--- src/sv/cau_pkg.sv ---
`default_nettype none
package cau_pkg;
    // operation codes
    localparam logic [1:0] OP_ADD = 2'd0;
    localparam logic [1:0] OP_SUB = 2'd1;
    localparam logic [1:0] OP_MUL = 2'd2;
    localparam logic [1:0] OP_DIV = 2'd3;

    // status codes
    localparam logic [1:0] ST_OK  = 2'd0;
    localparam logic [1:0] ST_SAT = 2'd1;
    localparam logic [1:0] ST_DZ  = 2'd2;

    // control that travels with each transaction down the pipeline
    typedef struct packed {
        logic vld;  // stage holds a transaction
        logic dv;   // divide: take the quotient
        logic dz;   // divide by zero
    } t_ctl;
endpackage
`default_nettype wire

--- src/sv/cau_div_cell.sv ---
`default_nettype none
module cau_div_cell #(
    parameter int DATA_WIDTH = 16,
    parameter int FRAC_BITS  = 8
) (
    input  wire                                    i_clk,
    input  wire                                    i_rst_n,
    input  wire                                    i_en,
    input  cau_pkg::t_ctl                          i_ctl,
    input  wire  [2*DATA_WIDTH-1:0]                i_den,
    input  wire                                    i_neg,
    input  wire  [2*DATA_WIDTH-1:0]                i_mag,
    input  wire  [2*DATA_WIDTH+FRAC_BITS-1:0]      i_num,
    input  wire  [2*DATA_WIDTH-1:0]                i_rem,
    input  wire  [DATA_WIDTH-1:0]                  i_q,
    input  wire                                    i_ovf,
    output cau_pkg::t_ctl                          o_ctl,
    output logic [2*DATA_WIDTH-1:0]                o_den,
    output logic                                   o_neg,
    output logic [2*DATA_WIDTH-1:0]                o_mag,
    output logic [2*DATA_WIDTH+FRAC_BITS-1:0]      o_num,
    output logic [2*DATA_WIDTH-1:0]                o_rem,
    output logic [DATA_WIDTH-1:0]                  o_q,
    output logic                                   o_ovf
);
    import cau_pkg::*;

    localparam int P  = 2 * DATA_WIDTH;
    localparam int NW = P + FRAC_BITS;
    localparam logic [DATA_WIDTH:0] QMAX = (DATA_WIDTH+1)'(1) << (DATA_WIDTH - 1);

    logic [P-1:0]        r2;
    logic                ge;
    logic [DATA_WIDTH:0] qn;

    // one restoring step: bring down the next dividend bit, try the subtract
    always_comb begin
        r2 = {i_rem[P-2:0], i_num[NW-1]};
        ge = (r2 >= i_den);
        qn = {i_q, ge};
    end

    always_ff @(posedge i_clk) begin
        if (!i_rst_n) begin
            o_ctl.vld <= 1'b0;
        end else if (i_en) begin
            o_ctl.vld <= i_ctl.vld;
        end
        if (i_en) begin
            o_ctl.dv <= i_ctl.dv;
            o_ctl.dz <= i_ctl.dz;
            o_den    <= i_den;
            o_neg    <= i_neg;
            o_mag    <= i_mag;
            o_num    <= i_num << 1;
            o_rem    <= ge ? r2 - i_den : r2;
            o_q      <= qn[DATA_WIDTH-1:0];
            o_ovf    <= i_ovf || (qn > QMAX);
        end
    end
endmodule
`default_nettype wire

--- config.mk ---
export PLATFORM = sky130hd
export DESIGN_NAME = cau_div_cell
export DESIGN_NICKNAME = d
export VERILOG_FILES = /design/src/sv/cau_pkg.sv /design/src/sv/cau_div_cell.sv
export SDC_FILE = /design/constraint.sdc
export NUM_CORES = 1
export LEC_CHECK = 0
export ABC_AREA = 1
export BUFFER_PORTS_ARGS = -buffer_cell sky130_fd_sc_hd__buf_2
export CAP_MARGIN = 15
export CORE_AREA = 4 4 139 141
export DETAILED_ROUTE_END_ITERATION = 6
export DIE_AREA = 0 0 143 145
export GPL_ROUTABILITY_DRIVEN = 0
export GPL_TIMING_DRIVEN = 0
export HOLD_SLACK_MARGIN = 0.06
export PLACE_DENSITY = 0.76
export SLEW_MARGIN = 10
export SYNTH_ARGS = -nofsm -noshare
export SYNTH_HDL_FRONTEND = slang
export SYNTH_SLANG_ARGS = --single-unit
--- constraint.sdc ---
create_clock -name i_clk -period 2.3 [get_ports i_clk]
set_clock_uncertainty 0.2 [all_clocks]
set_input_delay 0.23 -clock i_clk [delete_from_list [all_inputs] [get_ports i_clk]]
set_output_delay 0.23 -clock i_clk [all_outputs]
set_load 0.01 [all_outputs]
==> metrics.txt <==
Final setup viols=0; clk sinks=156; worst slew margin relative to its limit=0.5491; first-pass GRT wire length=40.53 mm; Die Area=0.02074 sq mm; unique cell type count in the Yosys netlist=33; CP peak stage delay=380 ps; Post CTS Setup Buffer Count=0; Root Buffer=clkbuf_16; Die H=145 microns; Max Fclk=461.2 MHz; Worst Hold Path EP=o_q[8]; antenna-violating nets left=0; min-delay src=i_en; Routed WL=27.48 mm; Register-to-Register Setup Slack=860 ps; GR Overflow Total=0; Crit-path slowest cell=fa_2; Area Growth Syn to Fin=52.49%; commonest non-fill, non-tap cell in the layout=buf_2; Worst setup EP type=register; Yosys reg bits=156; critical path buffer and inverter count=3; Tot Pwr=8.048 mW; worst vdd ir=0.5194 mV; hold path cells=2; final hold slack=102.5 ps; Vias=7,574; RSZ-0062 raised after global routing=false; post-synthesis area per instance=9.393 sq um; worst-path cell chain=buf_2, ha_1, fa_2, inv_2, nand2_1, nand2_1, nand3_1, nand2_2, nand2_1, nand2_2, nand2_4, nand3_4, buf_6, nand3_1, nand2_1; sequential fraction of the synthesis area=0.5925; synthesized instance count=840; IO Pins=317; Slew @ Worst Pin=674.1 ps; Port Buffer Count=314; TritonCTS clock tree=built; crit-path leading delay family=simple AND/OR/NAND/NOR gates; FF-to-FF Start=o_ctl[2]; most frequent cells in the layout=buf_2, nand2_1, inv_1; Clock Tree Buf Depth=2; Mapped Area=0.007890 sq mm; Final Max Slew Viols=0; nets@finish=1,526; core box area=0.01796 sq mm; Startpoint Class=input pin; initial antenna violation count=5; WP depth=15; share of cells above drive strength 1=0.2741; initial DRC count=547; Worst path most repeated cell=nand2_1; Crit Path Class=input pin to register; Rows=49; Final TNS setup=0 ps; Final Hold Vio Count=0; PwrDens=668.9 mW/mm^2; largest net degree at the start of global routing=99; Starting Density=0.4392; vias per cell=4.800; TritonRoute pass-1 iters=5; Reg2Reg Depth=3; htree depth=4; die width=143 microns; Pleak=6.022 nW; Arrival @ worst endpoint=2280 ps; Max Cap Viol=0; worst-skew pair later-pin latency=440 ps; Avg WL per Cell=17.41 microns; All-Layer GR Usage=0.2551; Critical Path Fanout Max=10; drt drc=0; Crit. Startpoint=i_den[0]; post-layout util=0.6698; Num CTS Buffers=17; worst reg2reg path endpoint=o_ctl[2]; run status=completed; Synth Warn #=0; Hold Path Class=input pin to register; hpwl dp=18.59 mm; syn_nets=1,033; number of global-route vias before repair=7,613; CP required=2410 ps; Tcrit/Tclk final=0.9427; Tmin final=2168 ps; clk slew on worst S/H paths=70 ps
==> metrics by stage <==
step           cell area [sq um]  instances  setup WS (ps)
2_1_floorplan               7893        840          10.36
3_3_place_gp                9751       1383          -1183
3_5_place_dp                9788       1384         -539.0
4_1_cts                    11950       1573          11.15
5_1_grt                    12030       1577          11.37
6_report                   12030       1578          131.7
==> logic make-up after synthesis <==
group	synth area share
other cells	0.0004753
compound gates	0.02648
flops	0.5925
buf+inv	0.09404
fa+ha+maj	0.05328
xor+xnor	0.01665
simple gates	0.2166
==> cell type report <==
cell class,count,area [sq um]
tap,229,286.5
clock buffer,17,425.4
buffer,10,83.83
antenna,3,7.507
clock inverter,15,153.9
multi-input combinational,494,2506
inverter,180,675.6
timing repair buffer,474,3218
fill,1363,5932
sequential,156,4674
==> state kept, by name, indices dropped and copies added (netlist names) <==
| signal | flops |
|---|---|
| o_rem | 32 |
| o_mag | 32 |
| o_num | 39 |
| o_den | 32 |
| o_ctl | 3 |
| o_ovf | 1 |
| o_q | 16 |
| o_neg | 1 |
==> how the worst max path moves through the flow <==
| stage | slack, ps | end |
|---|---|---|
| 2_1_floorplan | 10 | o_rem[11] |
| 3_3_place_gp | -1180 | o_ctl[2] |
| 3_5_place_dp | -540 | o_rem[3] |
| 4_1_cts | 10 | o_rem[3] |
| 5_1_grt | 10 | o_rem[23] |
| 6_report | 130 | o_rem[24] |
==> per-layer routing <==
| metal | wire length, microns | global-route usage | vias up |
|---|---|---|---|
| met5 | 42 | 0 | - |
| met4 | 1405 | 0.1345 | 6 |
| met3 | 2321 | 0.06811 | 82 |
| met2 | 13820 | 0.4471 | 359 |
| met1 | 9891 | 0.2791 | 3440 |
| li1 | - | - | 3687 |
==> synthesized netlist by cell type (all sizes together) <==
| cell | number | area, sq um |
|---|---|---|
| a21o | 1 | 7.510 |
| a21oi | 18 | 93.84 |
| and2 | 7 | 43.79 |
| buf | 7 | 55.05 |
| clkbuf | 3 | 11.26 |
| conb | 1 | 3.750 |
| dfxtp | 1 | 20.02 |
| edfxtp | 155 | 4654 |
| fa | 1 | 20.02 |
| ha | 32 | 400.4 |
| inv | 180 | 675.6 |
| nand2 | 274 | 1031 |
| nand3 | 41 | 210.2 |
| nand3b | 3 | 22.52 |
| nand4 | 23 | 150.1 |
| nor2 | 42 | 157.7 |
| nor3 | 11 | 66.32 |
| nor4 | 2 | 12.51 |
| nor4b | 1 | 8.760 |
| o21ai | 20 | 100.1 |
| o21bai | 1 | 7.510 |
| or2 | 1 | 6.260 |
| xnor2 | 2 | 17.52 |
| xor2 | 13 | 113.9 |
==> power breakdown <==
| group | switching, mW | total [mW] | internal [mW] |
|---|---|---|---|
| registers | 0.0698 | 3.51 | 3.44 |
| logic | 1.01 | 1.75 | 0.745 |
| clock network | 1.34 | 2.79 | 1.45 |
==> timing repair <==
| action | 4_1_cts | 5_1_grt |
|---|---|---|
| setup endpoints to repair | 29 | 32 |
| gates cloned | 0 | 0 |
| hold endpoints to repair | 213 | 13 |
| hold buffers | 157 | 2 |
| resized for setup | 4 | 13 |
Power figures use the tool's default switching activity.
