File: config.mk
export PLATFORM = sky130hd
export DESIGN_NAME = cau_front
export DESIGN_NICKNAME = d
export VERILOG_FILES = /design/src/sv/cau_pkg.sv /design/src/sv/cau_front.sv
export SDC_FILE = /design/constraint.sdc
export NUM_CORES = 2
export LEC_CHECK = 0
export ABC_AREA = 1
export BUFFER_PORTS_ARGS = -buffer_cell sky130_fd_sc_hd__buf_4
export CORE_MARGIN = 3
export CORE_UTILIZATION = 23
export DETAILED_ROUTE_END_ITERATION = 6
export SETUP_SLACK_MARGIN = 0.3
export SYNTH_ARGS = -nofsm -noshare
export SYNTH_HDL_FRONTEND = slang
export SYNTH_SLANG_ARGS = --single-unit
File: constraint.sdc
create_clock -name i_clk -period 8.4 [get_ports i_clk]
set_input_delay 0.84 -clock i_clk [delete_from_list [all_inputs] [get_ports i_clk]]
set_output_delay 0.84 -clock i_clk [all_outputs]
set_load 0.01 [all_outputs]
File: src/sv/cau_pkg.sv
`default_nettype none
package cau_pkg;
    // operation codes
    localparam logic [1:0] OP_ADD = 2'd0;
    localparam logic [1:0] OP_SUB = 2'd1;
    localparam logic [1:0] OP_MUL = 2'd2;
    localparam logic [1:0] OP_DIV = 2'd3;

    // status codes
    localparam logic [1:0] ST_OK  = 2'd0;
    localparam logic [1:0] ST_SAT = 2'd1;
    localparam logic [1:0] ST_DZ  = 2'd2;

    // control that travels with each transaction down the pipeline
    typedef struct packed {
        logic vld;  // stage holds a transaction
        logic dv;   // divide: take the quotient
        logic dz;   // divide by zero
    } t_ctl;
endpackage
`default_nettype wire

File: src/sv/cau_front.sv
`default_nettype none
module cau_front #(
    parameter int DATA_WIDTH = 16,
    parameter int FRAC_BITS  = 8
) (
    input  wire                          i_clk,
    input  wire                          i_rst_n,
    input  wire                          i_en,
    input  wire                          i_vld,
    input  wire  [1:0]                   i_op,
    input  wire  signed [DATA_WIDTH-1:0] i_a_re,
    input  wire  signed [DATA_WIDTH-1:0] i_a_im,
    input  wire  signed [DATA_WIDTH-1:0] i_b_re,
    input  wire  signed [DATA_WIDTH-1:0] i_b_im,
    output cau_pkg::t_ctl                o_ctl,
    output logic [2*DATA_WIDTH-1:0]      o_den,
    output logic                         o_re_neg,
    output logic [2*DATA_WIDTH-1:0]      o_re_mag,
    output logic                         o_im_neg,
    output logic [2*DATA_WIDTH-1:0]      o_im_mag
);
    import cau_pkg::*;

    localparam int P = 2 * DATA_WIDTH;

    logic signed [P-1:0]          r_p_rr, r_p_ii, r_p_ri, r_p_ir, r_p_br2, r_p_bi2;
    logic signed [DATA_WIDTH:0]   r_sr, r_si;
    logic [1:0]                   r_op;
    logic                         r_vld;

    // stage 1: products and part-wise sums
    always_ff @(posedge i_clk) begin
        if (!i_rst_n) begin
            r_vld <= 1'b0;
        end else if (i_en) begin
            r_vld <= i_vld;
        end
        if (i_en) begin
            r_op    <= i_op;
            r_p_rr  <= i_a_re * i_b_re;
            r_p_ii  <= i_a_im * i_b_im;
            r_p_ri  <= i_a_re * i_b_im;
            r_p_ir  <= i_a_im * i_b_re;
            r_p_br2 <= i_b_re * i_b_re;
            r_p_bi2 <= i_b_im * i_b_im;
            if (i_op == OP_SUB) begin
                r_sr <= (DATA_WIDTH+1)'(i_a_re) - (DATA_WIDTH+1)'(i_b_re);
                r_si <= (DATA_WIDTH+1)'(i_a_im) - (DATA_WIDTH+1)'(i_b_im);
            end else begin
                r_sr <= (DATA_WIDTH+1)'(i_a_re) + (DATA_WIDTH+1)'(i_b_re);
                r_si <= (DATA_WIDTH+1)'(i_a_im) + (DATA_WIDTH+1)'(i_b_im);
            end
        end
    end

    // stage 2: combine products, split into sign and magnitude
    logic signed [P:0] e_rr, e_ii, e_ri, e_ir, s_re, s_im, a_re_abs, a_im_abs;
    logic [P-1:0]      n_den;

    always_comb begin
        e_rr = (P+1)'(r_p_rr);
        e_ii = (P+1)'(r_p_ii);
        e_ri = (P+1)'(r_p_ri);
        e_ir = (P+1)'(r_p_ir);
        case (r_op)
            OP_MUL: begin
                s_re = e_rr - e_ii;
                s_im = e_ri + e_ir;
            end
            OP_DIV: begin
                s_re = e_rr + e_ii;
                s_im = e_ir - e_ri;
            end
            default: begin
                s_re = (P+1)'(r_sr);
                s_im = (P+1)'(r_si);
            end
        endcase
        a_re_abs = s_re[P] ? -s_re : s_re;
        a_im_abs = s_im[P] ? -s_im : s_im;
        n_den = $unsigned(r_p_br2) + $unsigned(r_p_bi2);
    end

    always_ff @(posedge i_clk) begin
        if (!i_rst_n) begin
            o_ctl.vld <= 1'b0;
        end else if (i_en) begin
            o_ctl.vld <= r_vld;
        end
        if (i_en) begin
            o_ctl.dv <= (r_op == OP_DIV);
            o_ctl.dz <= (r_op == OP_DIV) && (n_den == '0);
            o_den    <= n_den;
            o_re_neg <= s_re[P];
            o_im_neg <= s_im[P];
            if (r_op == OP_MUL) begin
                o_re_mag <= a_re_abs[P-1:0] >> FRAC_BITS;
                o_im_mag <= a_im_abs[P-1:0] >> FRAC_BITS;
            end else begin
                o_re_mag <= a_re_abs[P-1:0];
                o_im_mag <= a_im_abs[P-1:0];
            end
        end
    end
endmodule
`default_nettype wire

==> flow_metrics.env <==
export IMPL_synth_area_top_cells="fa_1 (37%), inv_1 (13%), edfxtp_1 (12%), nand2_1 (11%), ha_1 (10%)"
export IMPL_rsz0062_at_grt="false"
export IMPL_htree_num_levels=2
export IMPL_syn_avg_cell_area_um2=8.05
export IMPL_path_class="in -> reg"
export IMPL_synth_cells=10095
export IMPL_antenna_found_initial=36
export IMPL_synth_top_cell_area_share_pct=37.4
export IMPL_track_usage_pct=13.6
export IMPL_cp_end_kind="flip-flop"
export IMPL_start_util_pct=23.2
export IMPL_slew_viol_final=0
export IMPL_synth_cell_types=60
export IMPL_routed_wl_um=247000
export IMPL_grt_ovfl_total=0
export IMPL_slowest_stage="a2111oi_0"
export IMPL_synth_area_mm2=0.0813
export IMPL_core_mm2=0.351
export IMPL_final_common_cell="inv_1"
export IMPL_grt_pass1_wl_um=384000
export IMPL_drt_first_pass_iters=6
export IMPL_finalClockSkew_ns=0.0423
export IMPL_final_util_pct=25.4
export IMPL_drc=0
export IMPL_cts_num_sinks=328
export IMPL_hold_path_class="in -> reg"
export IMPL_drtIter0Drc=4790
export IMPL_relSlewSlack_pct=22.8
export IMPL_dieArea_mm2=0.360
export IMPL_synth_edff_count=326
export IMPL_maxCapViolations=0
export IMPL_hold_viol=0
export IMPL_cp_start_kind="input port"
export IMPL_clock_latency_ns=0.68
export IMPL_yosysSeqAreaShare_pct=12.1
export IMPL_placed_cells=14713
export IMPL_ys_ff_latch=328
export IMPL_arrival_ns=7.18
export IMPL_vias=62801
export IMPL_tns_ns=0
export IMPL_critPathMaxFanout=33
export IMPL_cpPeakStageDelay_ns=0.59
export IMPL_crit_chain="buf_4, inv_1, buf_4, nor2_1, fa_1, fa_1, fa_1, fa_1, fa_1, inv_1, fa_1, inv_1, ha_1, a21oi_1, o21ai_0, a21oi_1, nor2_1, a2111oi_0, o41ai_1, xor2_1"
export IMPL_drtAntennaViolNets=0
export IMPL_root_buffer="clkbuf_16"
export IMPL_async_reset_ff_share_pct=0
export IMPL_post_route_cell_area_mm2=0.0891
export IMPL_max_clock_freq_mhz=147
export IMPL_clock_path_buffers=3
export IMPL_port_buffer_count=170
export IMPL_grt_max_degree=114
export IMPL_via_per_inst=4.24
export IMPL_final_cell_mix="inv_1 (2906), nand2_1 (2295), fa_1 (1518)"
export IMPL_drive_above_1_share_pct=3.70
export IMPL_setup_viol=0
export IMPL_syn_nets=12337
export IMPL_yosys_most_used_dff="edfxtp_1"
export IMPL_dpl_instance_area_mm2=0.0876
export IMPL_routabilityCongestion=0.968
export IMPL_cpMostUsedCell="fa_1"
export IMPL_cts_hold_buf=0
export IMPL_cts_setup_buffers=0
export IMPL_hpwl_um=203000
export IMPL_yosysTopAreaCell="fa_1"
export IMPL_die_w_um=600
export IMPL_wire_per_inst_um=16.7
export IMPL_grt_pass1_vias=64955
export IMPL_syn_to_final_growth_pct=9.71
export IMPL_status="completed"
export IMPL_io_pins=171
export IMPL_cp_num_buf_inv=5
export IMPL_crit_family="adder cells"
export IMPL_stdcell_count=14795
export IMPL_n_fill_cell=38223
export IMPL_fin_crit_ns=6.79
export IMPL_timing_final_crit_share_pct=80.9
export IMPL_worstPathRequired_ns=8.79
export IMPL_final_net_count=12290
export IMPL_cts_tree="yes"
export IMPL_die_y_um=600
export IMPL_ctsResizeCount=0
export IMPL_clk_pin_slew_worst_paths_ns=0.07
export IMPL_num_rows=217
export IMPL_ys_warn_count=0
export IMPL_worst_pin_slew_ns=1.15
export IMPL_cts_buffers=41
## per-layer routing
metal / up-vias / GRT usage [%] / wire (um)
met2: 1929 / 22.1 / 112000
met5: - / 0 / 165
met3: 276 / 2.19 / 17700
met1: 31134 / 19.1 / 111000
li1: 29438 / - / -
met4: 24 / 2.52 / 4960
## cell families (layout without fill, tap and decap cells)
| kind of cell | count (synthesis) | after routing | synth area share (%) |
|---|---|---|---|
| AO/OA/AOI/OAI | 684 | 684 | 4.72 |
| XOR/XNOR | 412 | 412 | 4.44 |
| adder cells (fa/ha/maj) | 2172 | 2172 | 47.5 |
| buffers and inverters | 3229 | 3211 | 15.0 |
| flip-flops | 328 | 328 | 12.1 |
| multiplexers | 1 | 1 | 0.0123 |
| other | 0 | 10 | 0 |
| AND/OR/NAND/NOR | 3269 | 3269 | 16.2 |
## sequential cells by signal, summed over array words and instances, names as in the netlist, 2 cells and up
signal / cells
r_p_ri: 32
o_ctl: 3
o_re_mag: 32
r_op: 2
r_p_rr: 32
o_im_mag: 32
r_p_ir: 32
r_p_br2: 31
r_p_bi2: 31
r_si: 17
r_p_ii: 32
o_den: 32
r_sr: 17
## area by class of cell
cell class / instances / area [um2] / share of cell area (%)
tap: 4708 / 5890 / 6.61
clock buffer: 41 / 1030 / 1.15
antenna: 10 / 25.0 / 0.0281
clock inverter: 31 / 468 / 0.525
timing repair buffer: 228 / 1740 / 1.96
multi-input combinational: 6538 / 59200 / 66.4
inverter: 2911 / 10900 / 12.3
sequential: 328 / 9830 / 11.0
## synth_stat cells (all sizes together), types with 96 or more instances
| library cell | count |
|---|---|
| inv | 2909 |
| nand2 | 2305 |
| fa | 1518 |
| ha | 654 |
| nor2 | 460 |
| a21oi | 339 |
| edfxtp | 326 |
| nand3 | 326 |
| xor2 | 258 |
| clkbuf | 222 |
| o21ai | 199 |
| xnor2 | 154 |
| buf | 96 |
## worst paths after layout
kind,startpoint,endpoint,slack [ns],cells past startpoint
hold reg to reg,r_vld$_SDFFE_PN0P_,o_ctl[2]$_SDFFE_PN0P_,0.48,2
setup / recovery,i_b_im[15],r_p_ri[29]$_DFFE_PP_,1.61,20
hold / removal,i_op[0],r_op[0]$_DFFE_PP_,0.35,1
setup reg to reg,r_p_ii[0]$_DFFE_PP_,o_re_mag[12]$_DFFE_PP_,2.60,26
## metrics by stage
stage	hold WS (ns)	worst slack [ns]
2_1_floorplan	0.448	1.76
3_3_place_gp	0.469	1.11
3_5_place_dp	0.476	1.12
4_1_cts	0.303	1.83
5_1_grt	0.332	1.40
6_report	0.354	1.61
## worst register-to-register path: cells and delay by family (launching register included)
family | cells | cell delay (ns)
AND/OR/NAND/NOR | 15 | 2.74
buffers and inverters | 5 | 0.78
AO/OA/AOI/OAI | 3 | 0.71
XOR/XNOR | 2 | 0.48
flip-flops | 1 | 0.44
adder cells (fa/ha/maj) | 1 | 0.37
Power is not shown: default switching activity piles up to over one toggle a cycle in this logic, so the estimate is an artifact.
